`src/sv/chc_pkg.sv`:
```
// Shared constants, types and lookup functions for the cartridge header checker.
package chc_pkg;

	localparam int AddrW = 15;
	localparam int DataW = 8;

	localparam logic [AddrW-1:0] LogoStart  = 15'h104;
	localparam logic [AddrW-1:0] LogoEnd    = 15'h133;
	localparam logic [AddrW-1:0] SumStart   = 15'h134;
	localparam logic [AddrW-1:0] SumEnd     = 15'h14C;
	localparam logic [AddrW-1:0] Trailer    = 15'h14D;
	localparam logic [AddrW-1:0] TypeAddr   = 15'h147;
	localparam logic [AddrW-1:0] RomSzAddr  = 15'h148;
	localparam logic [AddrW-1:0] RamSzAddr  = 15'h149;
	localparam logic [AddrW-1:0] RegionAddr = 15'h14A;

	localparam logic [2:0] MapPlain   = 3'd0;
	localparam logic [2:0] MapMbc1    = 3'd1;
	localparam logic [2:0] MapMbc2    = 3'd2;
	localparam logic [2:0] MapMmm01   = 3'd3;
	localparam logic [2:0] MapMbc3    = 3'd4;
	localparam logic [2:0] MapMbc4    = 3'd5;
	localparam logic [2:0] MapMbc5    = 3'd6;
	localparam logic [2:0] MapUnknown = 3'd7;

	localparam logic [3:0] RomIdxOther = 4'd11;
	localparam logic [7:0] RomBigBias  = 8'd74;
	localparam logic [2:0] RamIdxMax   = 3'd4;
	localparam logic [1:0] RegionMax   = 2'd2;

	typedef struct packed {
		logic             valid;
		logic [AddrW-1:0] address;
		logic [DataW-1:0] data;
	} beat_t;

	typedef struct packed {
		logic       header_ok;
		logic       logo_ok;
		logic       checksum_ok;
		logic [7:0] computed_checksum;
		logic [2:0] mapper_kind;
		logic [3:0] rom_size_index;
		logic [2:0] ram_size_index;
		logic [1:0] region_index;
		logic [7:0] version;
	} result_t;

	function automatic logic [7:0] logo_byte(input logic [5:0] idx);
		logic [7:0] b;
		case (idx)
			6'd0:  b = 8'hCE; 6'd1:  b = 8'hED; 6'd2:  b = 8'h66; 6'd3:  b = 8'h66;
			6'd4:  b = 8'hCC; 6'd5:  b = 8'h0D; 6'd6:  b = 8'h00; 6'd7:  b = 8'h0B;
			6'd8:  b = 8'h03; 6'd9:  b = 8'h73; 6'd10: b = 8'h00; 6'd11: b = 8'h83;
			6'd12: b = 8'h00; 6'd13: b = 8'h0C; 6'd14: b = 8'h00; 6'd15: b = 8'h0D;
			6'd16: b = 8'h00; 6'd17: b = 8'h08; 6'd18: b = 8'h11; 6'd19: b = 8'h1F;
			6'd20: b = 8'h88; 6'd21: b = 8'h89; 6'd22: b = 8'h00; 6'd23: b = 8'h0E;
			6'd24: b = 8'hDC; 6'd25: b = 8'hCC; 6'd26: b = 8'h6E; 6'd27: b = 8'hE6;
			6'd28: b = 8'hDD; 6'd29: b = 8'hDD; 6'd30: b = 8'hD9; 6'd31: b = 8'h99;
			6'd32: b = 8'hBB; 6'd33: b = 8'hBB; 6'd34: b = 8'h67; 6'd35: b = 8'h63;
			6'd36: b = 8'h6E; 6'd37: b = 8'h0E; 6'd38: b = 8'hEC; 6'd39: b = 8'hCC;
			6'd40: b = 8'hDD; 6'd41: b = 8'hDC; 6'd42: b = 8'h99; 6'd43: b = 8'h9F;
			6'd44: b = 8'hBB; 6'd45: b = 8'hB9; 6'd46: b = 8'h33; 6'd47: b = 8'h3E;
			default: b = 8'h00;
		endcase
		return b;
	endfunction

	function automatic logic [2:0] mapper_of(input logic [7:0] t);
		logic [2:0] m;
		case (t) inside
			8'h00, 8'h08, 8'h09:  m = MapPlain;
			[8'h01:8'h03]:        m = MapMbc1;
			8'h05, 8'h06:         m = MapMbc2;
			[8'h0B:8'h0D]:        m = MapMmm01;
			[8'h0F:8'h13]:        m = MapMbc3;
			[8'h15:8'h17]:        m = MapMbc4;
			[8'h19:8'h1E]:        m = MapMbc5;
			default:              m = MapUnknown;
		endcase
		return m;
	endfunction

	function automatic logic [3:0] rom_index_of(input logic [7:0] d);
		logic [7:0] t;
		logic [3:0] r;
		t = d - RomBigBias;
		if (d >= 8'h52 && d <= 8'h54)
			r = t[3:0];
		else if (d > 8'd7)
			r = RomIdxOther;
		else
			r = d[3:0];
		return r;
	endfunction

endpackage

```
`src/sv/chc_hdr_core.sv`:
```
// Header state: logo match, running checksum, captured fields and the trailer summary.
module chc_hdr_core
	import chc_pkg::*;
(
	input  logic    clk,
	input  logic    arst_n,
	input  beat_t   beat_s1,
	input  logic    fire,
	output logic    is_trailer,
	output result_t result
);

	logic       logo_match_q;
	logic [7:0] checksum_q;
	logic [2:0] mapper_q;
	logic [3:0] rom_idx_q;
	logic [2:0] ram_idx_q;
	logic [1:0] region_q;
	logic [7:0] version_q;

	logic       restart, in_logo, in_sum, byte_match, sum_ok;
	logic [5:0] logo_idx;
	logic [AddrW-1:0] logo_off;
	logic [7:0] sum_base;

	assign restart  = beat_s1.address == LogoStart;
	assign in_logo  = beat_s1.address >= LogoStart && beat_s1.address <= LogoEnd;
	assign in_sum   = beat_s1.address >= SumStart && beat_s1.address <= SumEnd;
	assign is_trailer = beat_s1.address == Trailer;
	assign logo_off = beat_s1.address - LogoStart;
	assign logo_idx = logo_off[5:0];
	assign byte_match = beat_s1.data == logo_byte(logo_idx);
	assign sum_base = checksum_q;

	always_ff @(posedge clk or negedge arst_n) begin
		if (!arst_n) begin
			logo_match_q <= 1'b1;
			checksum_q   <= '0;
			mapper_q     <= MapPlain;
			rom_idx_q    <= '0;
			ram_idx_q    <= '0;
			region_q     <= '0;
			version_q    <= '0;
		end else if (fire) begin
			if (restart) begin
				// first logo byte also restarts the whole header
				logo_match_q <= byte_match;
				checksum_q   <= '0;
				mapper_q     <= MapPlain;
				rom_idx_q    <= '0;
				ram_idx_q    <= '0;
				region_q     <= '0;
				version_q    <= '0;
			end else if (in_logo) begin
				if (!byte_match)
					logo_match_q <= 1'b0;
			end else if (in_sum) begin
				checksum_q <= sum_base - beat_s1.data - 8'd1;
				case (beat_s1.address)
					TypeAddr:   mapper_q  <= mapper_of(beat_s1.data);
					RomSzAddr:  rom_idx_q <= rom_index_of(beat_s1.data);
					RamSzAddr:  ram_idx_q <= (beat_s1.data > 8'd3) ? RamIdxMax
					                         : beat_s1.data[2:0];
					RegionAddr: region_q  <= (beat_s1.data > 8'd2) ? RegionMax
					                         : beat_s1.data[1:0];
					SumEnd:     version_q <= beat_s1.data;
					default: ;
				endcase
			end
		end
	end

	assign sum_ok = beat_s1.data == checksum_q;

	always_comb begin
		result.header_ok         = sum_ok && logo_match_q;
		result.logo_ok           = logo_match_q;
		result.checksum_ok       = sum_ok;
		result.computed_checksum = checksum_q;
		result.mapper_kind       = mapper_q;
		result.rom_size_index    = rom_idx_q;
		result.ram_size_index    = ram_idx_q;
		result.region_index      = region_q;
		result.version           = version_q;
	end

endmodule

```
`config.mk`:
```
export PLATFORM = sky130hd
export DESIGN_NAME = chc_hdr_core
export DESIGN_NICKNAME = d
export VERILOG_FILES = /design/src/sv/chc_pkg.sv /design/src/sv/chc_hdr_core.sv
export SDC_FILE = /design/constraint.sdc
export NUM_CORES = 1
export LEC_CHECK = 0
export BUFFER_PORTS_ARGS = -buffer_cell sky130_fd_sc_hd__buf_2
export CORE_MARGIN = 1.5
export CORE_UTILIZATION = 55
export DETAILED_ROUTE_END_ITERATION = 8
export GPL_TIMING_DRIVEN = 0
export PLACE_DENSITY = 0.8
export SYNTH_ARGS = -nofsm -noshare
export SYNTH_HDL_FRONTEND = slang
export SYNTH_SLANG_ARGS = --single-unit
```
`constraint.sdc`:
```
create_clock -name clk -period 2.6 [get_ports clk]
set_input_delay 0.13 -clock clk [delete_from_list [all_inputs] [get_ports clk]]
set_output_delay 0.13 -clock clk [all_outputs]
set_load 0.02 [all_outputs]
```
==> flow_summary.ini <==
[outcome]
status = finished, final reports clean

[layout]
layout-drive-gt1-share = 0.226
regArea_sq_um = 727
syn2layout_area_growth_pct = 16.6
nets = 468
diodes = 0
postLayoutCellArea_sq_mm = 0.00337
n_fill_cell = 456
multi_input_area_sq_mm = 0.00201
fin_util = 0.664

[critical_path]
r2r-start = checksum_q[1]$_DFFE_PN0P_
slowest_stage = a2111oi_1
crit_start = beat_s1[10]
critical_path_class = in2reg
cp_data_required_time_ns = 2.79
crit_chain = buf_2 > clkbuf_4 > inv_2 > ha_1 > buf_2 > nor2b_2 > o21ai_0 > o211ai_1 > xnor2_1 > a2111oi_1 > nand4_1 > o31ai_1
crit_arrival_ns = 2.64
critPathCaptureType = flip-flop
worst_r2r_endpoint = checksum_q[7]$_DFFE_PN0P_
ff2ff_path_depth = 8
critPathMaxFanout = 11
startpoint_type = primary input
slowest_delay_ns = 0.37
crit_path_frequent_cell = buf_2
reg2reg_slack_ns = 0.34

[global_routing]
grt_pass1_wl_mm = 12.4
overflow = 0
antenna_found_initial = 0
grt_pass1_vias = 2650
track_usage = 0.279
grt_max_degree = 30

[pwr]
p_per_area_mw_per_mm2 = 355
ir_worst_vdd_uv = 196
power.total_mw = 1.20
switching_share = 0.343
pwr-share-clk = 0.300
seq_power_share = 0.386
p_comb_frac = 0.313
p_int_mw = 0.786
leakage_nw = 1.61
switchingPower_mw = 0.410

[detailed_routing]
routed_via_density = 6.01
drtIter0Drc = 180
wire_per_inst_um = 15.4
drc = 0
drtAntennaViolNets = 0
dr.pass1.iters = 5
vias = 2943
finalWirelength_mm = 7.54

[synth]
synthTopCellsByCount = 39 x nand2_1, 28 x dfrtp_1, 23 x nor2_1
synth_top_area_share = 0.242
netlist_area_sq_mm = 0.00289
ys.flop_type = dfrtp_1
synth.distinct_cells = 72
yosysMostFrequentCell = nand2_1
synth_edf_count = 0
seq_area_frac_synth = 0.251
synth.area.top_cells = dfrtp_1 24%, ha_1 9.1%, nand2_1 5.1%
async_reset_ff_frac = 1.00
synth_fp_nets = 408
ys_warn_count = 0
ys_seq_elements = 29
synth_area_per_cell_sq_um = 8.06
postSynthCellCount = 359
synth_area_leader_cell = dfrtp_1

[floorplanning]
io_pins = 59
core_area_sq_mm = 0.00507
dieArea_sq_mm = 0.00570
die_x_um = 75.5
initial_core_util = 0.570
fp.dieH_um = 75.5
rows = 26

[clock_network]
clockBufferDepth = 2
clock-sinks = 29
insertion_delay_ns = 0.28
cts_buffers = 5
ctsHtreeMaxLevel = 2
path_clk_slew_ns = 0.07
root_buffer = clkbuf_8
tritoncts = yes

[min_path]
holdPathStages = 3
worstHoldEndpoint = version_q[5]$_DFFE_PN0P_
min-delay-start = beat_s1[5]
worstHoldPathType = in2reg

[placed_design]
preCtsSetupSlack_ns = -0.223
dp_hpwl_mm = 5.78
placed_area_sq_mm = 0.00325
gp_congestion = 0.971
io_buffers = 53

[timing]
finClkSkew_ns = 0.00450
fmax_mhz = 407
fin_ws_ns = 0.145
rsz0062_at_grt = false
period_minus_slack_ns = 2.46
setup_tns_ns = 0
slew_headroom = 0.572
slew_viol_final = 0
fin_crit_sh = 0.944
finalSetupViolations = 0
worst_pin_slew_ns = 0.642
hold_viol = 0

[job]
drv_cap = 0
[flip-flops by register name (all words and copies together), names as in the netlist]
name          flops
logo_match_q      1
ram_idx_q         3
version_q         8
region_q          2
checksum_q        8
rom_idx_q         4
mapper_q          3
[through the flow]
step | hold slack, ns | instances
finish | 0.154 | 490
detailed placement | 0.187 | 482
CTS | 0.146 | 491
global route | 0.184 | 490
global placement | 0.177 | 482
floorplan | -0.166 | 359
[layer usage]
metal  global-route usage  vias to the layer above  part of all wire
li1                     -                     1418                 -
met1                0.368                     1387              0.44
met2                0.475                      125              0.48
met3               0.0331                       13             0.059
met4               0.0952                        0             0.020
met5                    0                        -                 0
[critical path: cells and delay by family]
| family | cells | cell delay (ns) |
|---|---|---|
| AOI/OAI and AO/OA | 4 | 0.97 |
| xor gates and xnor gates | 1 | 0.15 |
| adders and majority gates | 1 | 0.34 |
| buffers and inverters | 4 | 0.73 |
| and+or+nand+nor | 2 | 0.31 |
[final cells by class]
| class | count | share of cell area |
|---|---|---|
| clock buffer | 6 | 0.0215 |
| clock inverter | 2 | 0.00297 |
| inverter | 23 | 0.0256 |
| timing repair buffer | 54 | 0.0816 |
| buffer | 21 | 0.0308 |
| multi-input combinational | 285 | 0.596 |
| sequential | 29 | 0.216 |
| tap | 70 | 0.0260 |
[cells in the final DEF (no fill, tap or decap), types with 8 or more instances in the layout]
master / instances
nor2_1: 23
inv_1: 21
dfrtp_1: 28
o31ai_1: 9
nand3_1: 20
mux2_1: 8
ha_1: 21
nand2_1: 39
xnor2_1: 15
o21ai_1: 11
clkbuf_1: 8
o21ai_0: 13
nor3_1: 9
a21oi_1: 19
buf_2: 59
[worst max path at each step]
stage | end | slack [ns] | depth (start not counted)
floorplan | checksum_q[7]$_DFFE_PN0P_ | 0.27 | 10
global placement | checksum_q[7]$_DFFE_PN0P_ | -0.20 | 11
detailed placement | logo_match_q$_DFFE_PN1P_ | -0.22 | 12
CTS | logo_match_q$_DFFE_PN1P_ | 0.07 | 12
global route | logo_match_q$_DFFE_PN1P_ | 0.006 | 12
finish | logo_match_q$_DFFE_PN1P_ | 0.14 | 12
[what timing repair did]
action                                  in CTS  in global routing
gates resized for setup                      0                 11
endpoints found under the hold margin       28                  0
hold buffers                                 1                  0
endpoints found under the setup margin       0                  2
setup buffers                                0                  0
[kinds of logic (layout without fill, tap and decap cells)]
| family | after synthesis | in the layout | synth area share |
|---|---|---|---|
| AO/OA/AOI/OAI | 98 | 98 | 0.233 |
| XOR/XNOR | 22 | 22 | 0.0718 |
| adder cells (fa/ha/maj) | 23 | 23 | 0.101 |
| buffers and inverters | 45 | 106 | 0.0653 |
| flip-flops | 29 | 29 | 0.251 |
| multiplexers | 11 | 11 | 0.0415 |
| AND/OR/NAND/NOR | 131 | 131 | 0.236 |
[power groups by stage]
stage	sequential, mW	combinational, mW	clock [mW]
6_report	0.462	0.375	0.359
5_1_grt	0.463	0.414	0.383
4_1_cts	0.462	0.360	0.360
3_5_place_dp	0.470	0.356	0
3_3_place_gp	0.470	0.351	0
2_1_floorplan	0.476	0.248	0
No activity file was read; power rests on OpenSTA's default activity.
